<file path="config.mk">
export PLATFORM = sky130hd
export DESIGN_NAME = ihp_fsm
export DESIGN_NICKNAME = d
export VERILOG_FILES = /design/src/ihp_pkg.sv /design/src/ihp_fsm.sv
export SDC_FILE = /design/constraint.sdc
export NUM_CORES = 1
export LEC_CHECK = 0
export BUFFER_PORTS_ARGS = -buffer_cell sky130_fd_sc_hd__buf_2
export CAP_MARGIN = 20
export CORE_UTILIZATION = 36
export CTS_CLUSTER_SIZE = 10
export DETAILED_ROUTE_END_ITERATION = 8
export GPL_TIMING_DRIVEN = 0
export PLACE_DENSITY = 0.68
export SKIP_CTS_REPAIR_TIMING = 1
export SYNTH_ARGS = -nofsm -noshare
export SYNTH_HDL_FRONTEND = slang
export SYNTH_SLANG_ARGS = --single-unit
</file>
<file path="constraint.sdc">
create_clock -name clock -period 1.85 [get_ports clock]
set_clock_uncertainty 0.2 [all_clocks]
set_input_delay 0.0925 -clock clock [delete_from_list [all_inputs] [get_ports clock]]
set_output_delay 0.0925 -clock clock [all_outputs]
set_load 0.05 [all_outputs]
</file>
<file path="src/ihp_pkg.sv">
package ihp_pkg;

   localparam int VERTEX_W    = 10;
   localparam int KEY_IN_W    = 32;
   localparam int COUNT_OUT_W = 11;
   localparam int DEGREE_W    = 3;
   localparam logic [DEGREE_W-1:0] DEGREE_RESET = 3'd4;

   typedef enum logic [1:0] {
      FUNC_ADD      = 2'd0,
      FUNC_DECREASE = 2'd1,
      FUNC_EXTRACT  = 2'd2,
      FUNC_CLEAR    = 2'd3
   } func_type;

   typedef enum logic [1:0] {
      STAT_OK        = 2'd0,
      STAT_DUPLICATE = 2'd1,
      STAT_ABSENT    = 2'd2,
      STAT_EMPTY     = 2'd3
   } status_type;

   typedef enum logic [4:0] {
      S_IDLE,
      S_DISPATCH,
      S_CHK_ENTRY,
      S_CHK_DECIDE,
      S_UP_TEST,
      S_UP_DIV,
      S_UP_CMP,
      S_PLACE,
      S_X_TAKE,
      S_X_TEST,
      S_X_LAST,
      S_DN_INIT,
      S_DN_READ,
      S_DN_CMP,
      S_DN_END,
      S_FIN_READ,
      S_FIN_RESP
   } state_type;

   typedef enum logic [4:0] {
      CMD_NONE,
      CMD_ACCEPT,
      CMD_SET_ABSENT,
      CMD_SET_DUP,
      CMD_SET_EMPTY,
      CMD_CLEAR,
      CMD_RD_SLOT,
      CMD_RD_ENTRY,
      CMD_ADD_NEW,
      CMD_DK_SET,
      CMD_DIV_START,
      CMD_RD_PARENT,
      CMD_MOVE_PARENT,
      CMD_PLACE,
      CMD_RD_ROOT,
      CMD_TAKE_ROOT,
      CMD_RD_LAST,
      CMD_LOAD_LAST,
      CMD_DOWN_INIT,
      CMD_RD_CHILD,
      CMD_CMP_CHILD,
      CMD_MOVE_BEST,
      CMD_RESPOND
   } dp_cmd_type;

   typedef struct packed {
      logic       req_ready;
      dp_cmd_type cmd;
   } dp_ctrl_type;

   typedef struct packed {
      logic     req_valid;
      func_type func;
      logic     in_range;
      logic     present;
      logic     key_less;
      logic     fill_zero;
      logic     slot_zero;
      logic     div_done;
      logic     parent_greater;
      logic     child_ok;
      logic     found;
      logic     rsp_free;
   } dp_stat_type;

endpackage

</file>
<file path="src/ihp_fsm.sv">
module ihp_fsm (
   input  logic                 clock,
   input  logic                 reset,
   input  ihp_pkg::dp_stat_type stat,
   output ihp_pkg::dp_ctrl_type ctrl
);

   ihp_pkg::state_type state_ff, state_in;

   always_ff @(posedge clock) begin
      if (reset) begin
         state_ff <= ihp_pkg::S_IDLE;
      end else begin
         state_ff <= state_in;
      end
   end

   always_comb begin
      state_in       = state_ff;
      ctrl.req_ready = 1'b0;
      ctrl.cmd       = ihp_pkg::CMD_NONE;
      unique case (state_ff)
         ihp_pkg::S_IDLE: begin
            ctrl.req_ready = 1'b1;
            if (stat.req_valid) begin
               ctrl.cmd = ihp_pkg::CMD_ACCEPT;
               state_in = ihp_pkg::S_DISPATCH;
            end
         end
         ihp_pkg::S_DISPATCH: begin
            unique case (stat.func)
               ihp_pkg::FUNC_ADD, ihp_pkg::FUNC_DECREASE: begin
                  if (!stat.in_range) begin
                     ctrl.cmd = ihp_pkg::CMD_SET_ABSENT;
                     state_in = ihp_pkg::S_FIN_READ;
                  end else begin
                     ctrl.cmd = ihp_pkg::CMD_RD_SLOT;
                     state_in = ihp_pkg::S_CHK_ENTRY;
                  end
               end
               ihp_pkg::FUNC_EXTRACT: begin
                  if (stat.fill_zero) begin
                     ctrl.cmd = ihp_pkg::CMD_SET_EMPTY;
                     state_in = ihp_pkg::S_FIN_READ;
                  end else begin
                     ctrl.cmd = ihp_pkg::CMD_RD_ROOT;
                     state_in = ihp_pkg::S_X_TAKE;
                  end
               end
               ihp_pkg::FUNC_CLEAR: begin
                  ctrl.cmd = ihp_pkg::CMD_CLEAR;
                  state_in = ihp_pkg::S_FIN_READ;
               end
               default: state_in = ihp_pkg::S_FIN_READ;
            endcase
         end
         ihp_pkg::S_CHK_ENTRY: begin
            ctrl.cmd = ihp_pkg::CMD_RD_ENTRY;
            state_in = ihp_pkg::S_CHK_DECIDE;
         end
         ihp_pkg::S_CHK_DECIDE: begin
            state_in = ihp_pkg::S_FIN_READ;
            if (stat.func == ihp_pkg::FUNC_ADD) begin
               if (stat.present) begin
                  ctrl.cmd = ihp_pkg::CMD_SET_DUP;
               end else begin
                  ctrl.cmd = ihp_pkg::CMD_ADD_NEW;
                  state_in = ihp_pkg::S_UP_TEST;
               end
            end else if (stat.present) begin
               if (stat.key_less) begin
                  ctrl.cmd = ihp_pkg::CMD_DK_SET;
                  state_in = ihp_pkg::S_UP_TEST;
               end
            end else begin
               // a slot entry never written reads as absent
               ctrl.cmd = ihp_pkg::CMD_SET_ABSENT;
            end
         end
         ihp_pkg::S_UP_TEST: begin
            if (stat.slot_zero) begin
               state_in = ihp_pkg::S_PLACE;
            end else begin
               ctrl.cmd = ihp_pkg::CMD_DIV_START;
               state_in = ihp_pkg::S_UP_DIV;
            end
         end
         ihp_pkg::S_UP_DIV: begin
            if (stat.div_done) begin
               ctrl.cmd = ihp_pkg::CMD_RD_PARENT;
               state_in = ihp_pkg::S_UP_CMP;
            end
         end
         ihp_pkg::S_UP_CMP: begin
            if (stat.parent_greater) begin
               ctrl.cmd = ihp_pkg::CMD_MOVE_PARENT;
               state_in = ihp_pkg::S_UP_TEST;
            end else begin
               state_in = ihp_pkg::S_PLACE;
            end
         end
         ihp_pkg::S_PLACE: begin
            ctrl.cmd = ihp_pkg::CMD_PLACE;
            state_in = ihp_pkg::S_FIN_READ;
         end
         ihp_pkg::S_X_TAKE: begin
            ctrl.cmd = ihp_pkg::CMD_TAKE_ROOT;
            state_in = ihp_pkg::S_X_TEST;
         end
         ihp_pkg::S_X_TEST: begin
            if (stat.fill_zero) begin
               state_in = ihp_pkg::S_FIN_READ;
            end else begin
               ctrl.cmd = ihp_pkg::CMD_RD_LAST;
               state_in = ihp_pkg::S_X_LAST;
            end
         end
         ihp_pkg::S_X_LAST: begin
            ctrl.cmd = ihp_pkg::CMD_LOAD_LAST;
            state_in = ihp_pkg::S_DN_INIT;
         end
         ihp_pkg::S_DN_INIT: begin
            ctrl.cmd = ihp_pkg::CMD_DOWN_INIT;
            state_in = ihp_pkg::S_DN_READ;
         end
         ihp_pkg::S_DN_READ: begin
            if (stat.child_ok) begin
               ctrl.cmd = ihp_pkg::CMD_RD_CHILD;
               state_in = ihp_pkg::S_DN_CMP;
            end else begin
               state_in = ihp_pkg::S_DN_END;
            end
         end
         ihp_pkg::S_DN_CMP: begin
            ctrl.cmd = ihp_pkg::CMD_CMP_CHILD;
            state_in = ihp_pkg::S_DN_READ;
         end
         ihp_pkg::S_DN_END: begin
            if (stat.found) begin
               ctrl.cmd = ihp_pkg::CMD_MOVE_BEST;
               state_in = ihp_pkg::S_DN_INIT;
            end else begin
               state_in = ihp_pkg::S_PLACE;
            end
         end
         ihp_pkg::S_FIN_READ: begin
            ctrl.cmd = ihp_pkg::CMD_RD_ROOT;
            state_in = ihp_pkg::S_FIN_RESP;
         end
         ihp_pkg::S_FIN_RESP: begin
            if (stat.rsp_free) begin
               ctrl.cmd = ihp_pkg::CMD_RESPOND;
               state_in = ihp_pkg::S_IDLE;
            end
         end
         default: state_in = ihp_pkg::S_IDLE;
      endcase
   end

endmodule

</file>
==> results.txt, run 1 <==
The power density normalized to cell area is 1920 nW/um^2, and the number of routed nets with antenna violations is 0. For the worst-skew pair, the clock arrives at the later sink with an insertion delay of 0.24 ns. Ranked by total cell area, the synthesized netlist is headed by sky130_fd_sc_hd__dfxtp_1, sky130_fd_sc_hd__a21oi_1, sky130_fd_sc_hd__nand2_1.

The synthesis-to-finish area growth is 55.2%. Synthesis produced 130 cells. In this run the vertical extent of the chip is 51.5 um. The via count of the first global-routing pass was 1066.

STA classifies the critical path endpoint as a primary output. The number of distinct library cell variants in the gate-level netlist after synthesis was 45. The number of synthesized flops with an enable pin came out at 0. The analysis attributes to cell leakage a power of 0.518 nW. The top flip-flop cell by instance count after synthesis was sky130_fd_sc_hd__dfxtp_1.

When the netlist entered floorplanning its net count stood at 145. For the pin with the worst max-slew slack, the measured transition is 0.465 ns. The repair_antennas step left the layout with diodes totalling 0. The final reports fail on setup timing. Once detailed placement completed, the half-perimeter wirelength came to 2170 um. The logs give 1 for the level count of the clock H-tree and 0.953 mV for the peak supply drop. Overall power of the completed layout: 2.63 mW.

Clock tree synthesis found a total of 5 sinks. TritonCTS built the clock tree. The worst slack at placement is -0.198 ns, and the worst slew margin relative to its limit is 68.7%.

Entering global routing, the biggest net connects 11 pins. The worst hold path begins at stat[12]. The net count of the finished layout is 179.

Of the available clock period, the critical path in the final layout requires 110%. The share of the Yosys chip area taken by registers is 11.3%. After synthesis the netlist holds a flip-flop and latch count of 5.

The minimum clock period was 2.03 ns. The start point of the critical path was state_ff[1]. The master cell of the clock root buffer was sky130_fd_sc_hd__clkbuf_4. From left edge to right edge, the die measures 51.5 um. Number of flip-flops in the largest register: 5. The number of core rows came out at 17.

For this configuration, the core starts out at a cell density of 39.1%. The logs give 0 for the number of antenna violations at the first check in global routing and 3 for the clock buffer count from CTS. Pin placement for this block handled 21 I/O pins. Worst hold path class: in -> reg.

After clock tree synthesis, the clock-pin slew on the worst setup and hold paths is 0.04 ns. Global routing used 23.2% of the available tracks. Across the run, the number of max-cap violations was 0. Static timing analysis puts the maximum clock frequency at 492 MHz. The mean cell area of the mapped netlist was 6.79 sq um; the global placer's final weighted congestion was 0.928. The logs give 0 for the remaining global-route overflow and -0.707 ns for the final total negative setup slack. After filler insertion, the fill cell instance count of the layout stands at 190. Critical path class: reg -> out. The floorplan step defined a die boundary enclosing 2650 sq um. The core area is 2250 sq um.

sky130_fd_sc_hd__dfxtp_1 takes more of the synthesized area than any other cell. The run finished, with violations left. Most common cell in the synthesized netlist: sky130_fd_sc_hd__nand2_1. The number of hold violations in the final report was 0. Buffers placed on the I/O ports in this run total 19. The first global-routing pass estimated 4760 um of wire. The final routed wirelength across all metal layers was 3490 um; the peak fanout along the critical path was 10. In the routed design, unresolved DRC markers number 0. At the worst endpoint, the required time is 1.56 ns.

After detailed routing, the average wire length per cell comes to 18.3 um. Cells with a size suffix above 1 make up 45.4% of the layout. Setup repair after global routing could not meet its margin everywhere. In this run the biggest area consumer among cell types represents 11.3% of the synthesized area. The via total after detailed routing was 1249; the post-synthesis instance area was 882 sq um. The critical register-to-register path startpoint is state_ff[0]. DRC violation total after the first TritonRoute iteration: 103.

The critical path startpoint category is a flop. The via count normalized by instance count came out at 6.54. The commonest cells after synthesis are sky130_fd_sc_hd__nand2_1, sky130_fd_sc_hd__a21oi_1, sky130_fd_sc_hd__nor2_1, sky130_fd_sc_hd__o21ai_0, sky130_fd_sc_hd__nand3_1. The logs give 2 for the maximum clock path buffer count and 0 for the count of warnings emitted by yosys. Count of final max-slew check failures: 0.

The register containing the most flip-flops in the final layout is state_ff. The first detailed-routing pass ran for 4 iterations. For the minimum setup slack in the final design, the log shows -0.184 ns. In the synthesized netlist the async set-or-reset flop fraction comes to 0%. The largest registers in the layout are state_ff x5. The arrival time at the worst endpoint was 1.74 ns. The setup-violating endpoint count in the final report is 5.
[critical path, cell delays in order, from the launching register on]
cell and delay, ns:
sky130_fd_sc_hd__dfxtp_2 0.35, sky130_fd_sc_hd__buf_6 0.17, sky130_fd_sc_hd__nand2_1 0.11, sky130_fd_sc_hd__or3_1 0.36, sky130_fd_sc_hd__a31o_1 0.23, sky130_fd_sc_hd__nand3_1 0.11
sky130_fd_sc_hd__buf_6 0.16
[final cells by class]
cell class	instances	area, sq um	area share (%)
Multi-Input combinational cell	108	808	59.0
Timing Repair Buffer	29	244	17.8
Buffer	12	125	9.14
Sequential cell	5	111	8.14
Tap cell	28	35.0	2.56
Clock buffer	4	26.3	1.92
Inverter	5	18.8	1.37
[power by group]
part | switching, mW | internal (mW) | total [mW]
Clock | 0.0446 | 0.0815 | 0.126
Combinational | 1.33 | 0.950 | 2.28
Sequential | 0.0659 | 0.163 | 0.229
[path summary, 6_finish.rpt]
| kind | end | slack (ns) | cells after the start |
|---|---|---|---|
| setup reg to reg | state_ff[0] | 0.06 | 8 |
| hold / removal | state_ff[1] | 0.02 | 5 |
| hold reg to reg | state_ff[4] | 0.51 | 3 |
| setup / recovery | ctrl[0] | -0.18 | 6 |
[logic make-up (layout without fill, tap and decap cells)]
| kind of cell | count (synthesis) | count (layout) | share of synthesized area [%] |
|---|---|---|---|
| AND/OR/NAND/NOR | 60 | 60 | 38.4 |
| multiplexers | 1 | 1 | 1.28 |
| XOR/XNOR | 1 | 1 | 0.993 |
| AO/OA/AOI/OAI | 46 | 46 | 35.0 |
| flip-flops | 5 | 5 | 11.3 |
| buffers and inverters | 17 | 50 | 12.9 |
[stage by stage]
| stage | hold slack, ns | cells | cell area [sq um] | utilization, % |
|---|---|---|---|---|
| floorplan | -0.0384 | 130 | 902 | - |
| global placement | 0.111 | 177 | 1030 | 45.8 |
| detailed placement | 0.111 | 177 | 1030 | 45.8 |
| CTS | -0.142 | 181 | 1060 | 46.9 |
| global route | 0.0425 | 191 | 1370 | 60.7 |
| finish | 0.0232 | 191 | 1370 | 60.7 |
[routing by layer]
| metal | share of wire, % | GRT usage [%] | vias up |
|---|---|---|---|
| met2 | 49 | 37.7 | 90 |
| met3 | 9.1 | 4.68 | 19 |
| met5 | 0 | 0 | - |
| li1 | - | - | 557 |
| met4 | 3.6 | 7.21 | 0 |
| met1 | 38 | 30.5 | 583 |
[cell usage in the layout (no fill, tap or decap), types with 2 or more instances in the layout]
cell type / instances
sky130_fd_sc_hd__a21o_1: 3
sky130_fd_sc_hd__a21oi_1: 8
sky130_fd_sc_hd__a21oi_2: 3
sky130_fd_sc_hd__a22oi_1: 2
sky130_fd_sc_hd__a311oi_1: 2
sky130_fd_sc_hd__a31oi_1: 4
sky130_fd_sc_hd__buf_2: 14
sky130_fd_sc_hd__buf_4: 9
sky130_fd_sc_hd__buf_6: 11
sky130_fd_sc_hd__buf_8: 2
sky130_fd_sc_hd__clkbuf_16: 2
sky130_fd_sc_hd__clkbuf_4: 4
sky130_fd_sc_hd__dfxtp_2: 3
sky130_fd_sc_hd__dfxtp_4: 2
sky130_fd_sc_hd__dlygate4sd3_1: 2
sky130_fd_sc_hd__inv_1: 3
sky130_fd_sc_hd__inv_2: 2
sky130_fd_sc_hd__nand2_1: 13
sky130_fd_sc_hd__nand3_1: 4
sky130_fd_sc_hd__nand3_2: 3
sky130_fd_sc_hd__nand4_1: 3
sky130_fd_sc_hd__nor2_1: 6
sky130_fd_sc_hd__nor2b_1: 4
sky130_fd_sc_hd__nor3_1: 3
sky130_fd_sc_hd__nor4_1: 3
sky130_fd_sc_hd__nor4_4: 3
sky130_fd_sc_hd__o211ai_1: 4
sky130_fd_sc_hd__o21ai_0: 8
sky130_fd_sc_hd__o21ai_1: 2
sky130_fd_sc_hd__or3_1: 2
Note: power is estimated with default switching activity, not from simulation.
==> inputs of run 2 (changes only) <==
--- a/config.mk
+++ b/config.mk
@@ -7,12 +7,14 @@
 export LEC_CHECK = 0
 export BUFFER_PORTS_ARGS = -buffer_cell sky130_fd_sc_hd__buf_2
 export CAP_MARGIN = 20
+export CORE_ASPECT_RATIO = 1.1
 export CORE_UTILIZATION = 36
 export CTS_CLUSTER_SIZE = 10
 export DETAILED_ROUTE_END_ITERATION = 8
 export GPL_TIMING_DRIVEN = 0
 export PLACE_DENSITY = 0.68
 export SKIP_CTS_REPAIR_TIMING = 1
+export SKIP_LAST_GASP = 1
 export SYNTH_ARGS = -nofsm -noshare
 export SYNTH_HDL_FRONTEND = slang
 export SYNTH_SLANG_ARGS = --single-unit
==> run 2 against run 1 <==
Against the previous run:
- sequential power fell by 7%
- sequential share of layout area down 0.49 points
- design area increased by 4.0%
- critical path depth increased by 1
- first-iteration DRC count fell by 28%
- the flow still finishes with violations (setup timing)
- largest cell class unchanged
==> results.txt, run 2 (synthesized netlist as in run 1, its figures left out) <==
The run finished, with violations left. The final reports fail on setup timing. Final HPWL from detailed placement: 2180 um (+0.45%).

The critical path class is reg -> out. Leaving out fill and tap cells, the most frequent cell in the layout is sky130_fd_sc_hd__buf_2. The height of the die is 53.9 um (+4.7%). For the number of routed nets with antenna violations, the log shows 0 (unchanged).

The measured slew at the worst slew-check pin is 0.431 ns (-0.0337 ns), and the peak supply drop is 1.13 mV (+18%). The largest net degree at the start of global routing came out at 11 (unchanged). The number of detailed-route iterations in the first pass was 4 (unchanged). The period utilization is 109% (-1.4 points). The run gives 5 (unchanged) as the setup-violating endpoint count in the final report.

The register containing the most flip-flops in the final layout is state_ff. The clock edge transition at the registers on the reported setup and hold paths came out at 0.04 ns (about the same). The tools report the starting utilization of the core area as 38.8% (-0.34 points). The largest registers in the layout are state_ff x5. The share of the core filled with cells in the final layout was 62.6% (+1.9 points); the stage delay of the slowest cell on the critical path was 0.35 ns (about the same).

The diode insertion count for antenna repair came out at 0 (unchanged). The clock sink count is 5 (unchanged). The critical path's slowest cell was sky130_fd_sc_hd__a2111oi_4. The signal on the critical path passes through buf_6 -> nand2b_2 -> nor4_4 -> buf_4 -> a2111oi_4 -> o31ai_4 -> buf_6. The die outline area is 2650 sq um (about the same). The fraction of layout instances using a drive strength above 1 is 49.7% (+4.3 points). Setup repair after global routing could not meet its margin everywhere. The total of max-cap violations is 0 (unchanged). The number of placed cells counting well taps came out at 179 (+1.1%). Insertion delay of the later-clocked pin in the worst-skew pair: 0.24 ns (about the same). The peak fanout along the critical path works out to 8 (-2). Post-route cell area: 1420 sq um (+4.0%). From synthesis to final layout, the design area changed by 61.4%. The tree is rooted in a sky130_fd_sc_hd__clkbuf_4.

The tools report the overall power of the completed layout as 2.76 mW (+4.7%). TritonCTS built the clock tree. The number of flip-flops in the largest register works out to 5 (unchanged).

Endpoint kind of the worst setup timing path: a primary output. The tools report the minimum setup slack in the final design as -0.157 ns (+0.0262 ns). The level count of the clock H-tree was 1 (unchanged); the minimum clock period was 2.01 ns (-0.0262 ns). The arrival time at the worst endpoint came out at 1.71 ns (-0.03 ns). Timing-limited maximum frequency: 498 MHz (+1.3%). The wire length per cell after detailed routing is 18.3 um (about the same), and the number of remaining DRC errors is 0 (unchanged). The most repeated library cell on the critical path is sky130_fd_sc_hd__buf_6.

For the post-layout net count, the log shows 183 (+2.2%). For the area after detailed placement, the log shows 1030 sq um (+0.24%). For the final routed wirelength across all metal layers, the log shows 3600 um (+3.1%).

The maximum clock path buffer count was 2 (unchanged). The final instance count without filler cells was 197 (+3.1%); the count of final max-slew check failures was 0 (unchanged). The logs give 3 (unchanged) for the clock buffer count from CTS and 0.543 nW (+4.9%) for the leakage component of the power. In this run the worst hold path is classified as in -> reg.

The power density normalized to cell area is 1940 nW/um^2 (+0.68%), and the number of core rows is 18 (+1). The run gives 4700 um (-1.3%) as the first-pass GRT wire length. The run gives 1250 (+0.080%) as the via total after detailed routing.

The run gives 0.959 (+3.3%) as the global placer's final weighted congestion. The DRC violation total after the first TritonRoute iteration is 74 (-28%). The via count of the first global-routing pass was 1094 (+2.6%). The total global routing track utilization was 23.1% (-0.099 points).

The total of buffers placed on input and output ports is 19 (unchanged). Floorplan die width: 49.2 um (-4.5%). The remaining global-route overflow is 0 (unchanged).

In the layout the commonest cells are sky130_fd_sc_hd__buf_2, sky130_fd_sc_hd__nand2_1, sky130_fd_sc_hd__buf_4. The core area was 2270 sq um (+0.89%). Final total negative setup slack: -0.553 ns (+0.154 ns). The logs give 0 (unchanged) for the number of hold violations in the final report and 21 (unchanged) for the number of ports placed on the die boundary. STA classifies the critical path startpoint as a flop.

The via count normalized by instance count is 6.35 (-3.0%). The tools report the worst path required time as 1.56 ns (about the same). The number of antenna violations at the first check in global routing was 0 (unchanged). The worst slew margin relative to its limit is 71.0% (+2.3 points).
run 2: cell types whose count changed in the layout (fill, tap and decap cells not counted), sizes merged:
cell	previous run	this run
clkbuf	7	6
buf	36	41
run 2: stage by stage:
stage	setup WS, ns	hold slack (ns)
final	-0.157	0.0306
after global routing	-0.238	0.0473
after CTS	-0.500	-0.147
after detailed placement	-0.234	0.111
after global placement	-0.230	0.104
after floorplan	0.0640	-0.0384
run 2: worst max-delay path, delay by kind of cell (launching register included):
| family | cells | cell delay [ns] |
|---|---|---|
| flip-flops | 1 | 0.31 |
| buffers and inverters | 3 | 0.46 |
| AND/OR/NAND/NOR | 2 | 0.24 |
| AO/OA/AOI/OAI | 2 | 0.47 |
run 2: path summary, 6_finish.rpt:
check              start          end  cells past startpoint  slack, ns
max          state_ff[0]      ctrl[1]                      7      -0.16
min             stat[12]  state_ff[1]                      5       0.03
max reg2reg  state_ff[3]  state_ff[1]                      6       0.12
min reg2reg  state_ff[0]  state_ff[4]                      4       0.51
run 2: layer usage:
metal	vias up	part of all wire, %	track usage [%]
met1	579	37	27.3
met5	-	0	0
met4	0	4.4	4.90
met3	23	9.9	4.80
met2	82	48	43.2
li1	566	-	-
run 2: final cells by class:
cell class / count / area (sq um)
Tap cell: 30 / 37.5
Sequential cell: 5 / 109
Fill cell: 179 / 851
Timing Repair Buffer: 33 / 249
Inverter: 5 / 23.8
Buffer: 12 / 128
Multi-Input combinational cell: 108 / 851
Clock buffer: 4 / 26.3
run 2: report_power, final:
group / internal (mW) / switching (mW) / leakage [nW]
combinational: 1.01 / 1.41 / 0.485
clock: 0.0815 / 0.0447 / 0.0150
sequential: 0.160 / 0.0517 / 0.0433
==> inputs of run 3 (changes only) <==
--- a/config.mk
+++ b/config.mk
@@ -7,12 +7,14 @@
 export LEC_CHECK = 0
 export BUFFER_PORTS_ARGS = -buffer_cell sky130_fd_sc_hd__buf_2
 export CAP_MARGIN = 20
+export CELL_PAD_IN_SITES_DETAIL_PLACEMENT = 2
+export CELL_PAD_IN_SITES_GLOBAL_PLACEMENT = 2
 export CORE_ASPECT_RATIO = 1.1
-export CORE_UTILIZATION = 36
+export CORE_UTILIZATION = 28
 export CTS_CLUSTER_SIZE = 10
 export DETAILED_ROUTE_END_ITERATION = 8
 export GPL_TIMING_DRIVEN = 0
-export PLACE_DENSITY = 0.68
+export PLACE_DENSITY = 0.89
 export SKIP_CTS_REPAIR_TIMING = 1
 export SKIP_LAST_GASP = 1
 export SYNTH_ARGS = -nofsm -noshare
==> run 3 against run 2 <==
Against the previous run:
- the flow still finishes with violations (setup timing)
- first-iteration DRC count decreased by 49%
- cell count fell by 1.5%
- largest power group unchanged
- die area is 27% higher
==> results.txt, run 3 (synthesized netlist as in run 1, its figures left out) <==
The flow ran to the end, but the final reports show violations. The final reports fail on setup timing. Number of remaining DRC errors: 0 (unchanged). The total of buffers placed on input and output ports came out at 19 (unchanged). The run gives 1310 sq um (-7.8%) as the post-route cell area.

The via count normalized by instance count was 6.37 (+0.33%). Setup repair after global routing could not meet its margin everywhere. The critical path startpoint category is a flop.

The tools report the starting utilization of the core area as 29.2% (-9.6 points). The fraction of layout instances using a drive strength above 1 works out to 45.0% (-4.7 points). For the area after detailed placement, the log shows 1040 sq um (+0.48%). More flip-flops sit in one register than any other, and that register is state_ff. The tools report the via count of the first global-routing pass as 1202 (+9.9%).

The tools report the maximum clock path buffer count as 2 (unchanged). Wire length per cell after detailed routing: 24.4 um (+33%). The clock edge transition at the registers on the reported setup and hold paths is 0.04 ns (about the same). For the diode insertion count for antenna repair, the log shows 0 (unchanged).

The setup-violating endpoint count in the final report was 7 (+2). Leakage component of the power: 0.491 nW (-9.7%). In the layout the commonest cells are sky130_fd_sc_hd__nand2_1, sky130_fd_sc_hd__buf_2, sky130_fd_sc_hd__buf_6. The tools report the worst path required time as 1.56 ns (about the same). The number of routed nets with antenna violations was 0 (unchanged). TritonCTS built the clock tree. The minimum clock period was 2.18 ns (+0.176 ns). The worst slew margin relative to its limit came out at 52.6% (-18 points). The critical path goes through buf_8 -> and2_4 -> a21oi_2 -> nor2_2 -> a2111oi_4 -> o31ai_4 -> buf_6. The number of hold violations in the final report is 0 (unchanged). The synthesis-to-finish area growth was 48.8%. The worst hold path class was in -> reg.

The peak supply drop is 1.09 mV (-2.8%), and the arrival time at the worst endpoint is 1.89 ns (+0.18 ns). The DRC violation total after the first TritonRoute iteration was 38 (-49%); the global placer's final weighted congestion was 0.876 (-8.6%). The largest net degree at the start of global routing is 11 (unchanged), and the final HPWL from detailed placement is 3010 um (+38%).

The logs give 4 (unchanged) for the number of detailed-route iterations in the first pass and 24.2% (+1.1 points) for the total global routing track utilization. The number of ports placed on the die boundary was 21 (unchanged); the post-layout net count was 176 (-3.8%). The measured slew at the worst slew-check pin is 0.704 ns (+0.273 ns), and the level count of the clock H-tree is 1 (unchanged). The core area was 3020 sq um (+33%). The worst slack at placement was -0.375 ns (-0.142 ns); the final routed wirelength across all metal layers was 4720 um (+31%). The tools report the endpoint kind of the worst setup timing path as a primary output. For the clock sink count, the log shows 5 (unchanged). The period utilization works out to 118% (+9.5 points).

The minimum setup slack in the final design is -0.333 ns (-0.176 ns), and the height of the die is 60.9 um (+13%). The critical path class was reg -> out. Floorplan die width: 55.5 um (+13%).

The number of core rows was 21 (+3). The number of flip-flops in the largest register works out to 5 (unchanged). The run gives 3380 sq um (+27%) as the die outline area. The power density normalized to cell area was 2030 nW/um^2 (+4.6%); the number of antenna violations at the first check in global routing was 0 (unchanged). Total of max-cap violations: 0 (unchanged).

The peak fanout along the critical path came out at 10 (+2). The largest individual stage delay along the critical path comes from the cell sky130_fd_sc_hd__a2111oi_4. In the final layout, the registers with the most flip-flops are state_ff x5. Timing-limited maximum frequency: 458 MHz (-8.1%). The tools report the first-pass GRT wire length as 6150 um (+31%).

The final total negative setup slack is -1.31 ns (-0.755 ns). For the insertion delay of the later-clocked pin in the worst-skew pair, the log shows 0.27 ns (+0.03 ns). The run gives 3 (unchanged) as the clock buffer count from CTS. The logs give 1235 (-1.2%) for the via total after detailed routing and 0 (unchanged) for the remaining global-route overflow.

The root buffer cell chosen for the clock tree is sky130_fd_sc_hd__clkbuf_4. For the count of final max-slew check failures, the log shows 0 (unchanged). The stage delay of the slowest cell on the critical path works out to 0.45 ns (+0.10 ns).
[run 3: metal layers]
metal / global-route usage (%) / wire length [um]
met3: 4.05 / 185
met1: 29.7 / 2140
met4: 9.64 / 140
met5: 0 / 0
met2: 42.9 / 2260
[run 3: final timing paths]
check	slack (ns)	depth (start not counted)	startpoint	to
min	0.02	5	stat[12]	state_ff[1]
max	-0.33	7	state_ff[3]	ctrl[1]
max reg2reg	-0.06	5	state_ff[2]	state_ff[0]
min reg2reg	0.57	4	state_ff[1]	state_ff[4]
[run 3: cell type report]
type / count / area, sq um
inverter: 5 / 21.3
timing repair buffer: 26 / 186
multi-input combinational: 108 / 793
buffer: 12 / 131
sequential: 5 / 111
fill: 333 / 1710
clock buffer: 4 / 26.3
tap: 34 / 42.5
[run 3: where the power goes]
part           switching, mW  leakage, nW  internal (mW)
registers             0.0587       0.0436          0.163
clock network         0.0582       0.0150         0.0824
logic                   1.42        0.432          0.880
total                   1.54        0.491           1.12
[run 3: stage by stage]
stage               power, mW  util (%)  instances  hold slack (ns)
global placement         1.87      34.4        183            0.113
global route             2.78      43.4        194           0.0506
CTS                      2.09      35.3        187           -0.156
finish                   2.66      43.4        194           0.0230
detailed placement       1.94      34.4        183            0.109
floorplan                1.51         -        130          -0.0384
[run 3: critical path: cells and delay by family, from the launching register on]
kind / cells / cell delay (ns)
simple gates: 2 / 0.25
flops: 1 / 0.35
buf+inv: 2 / 0.31
compound gates: 3 / 0.71
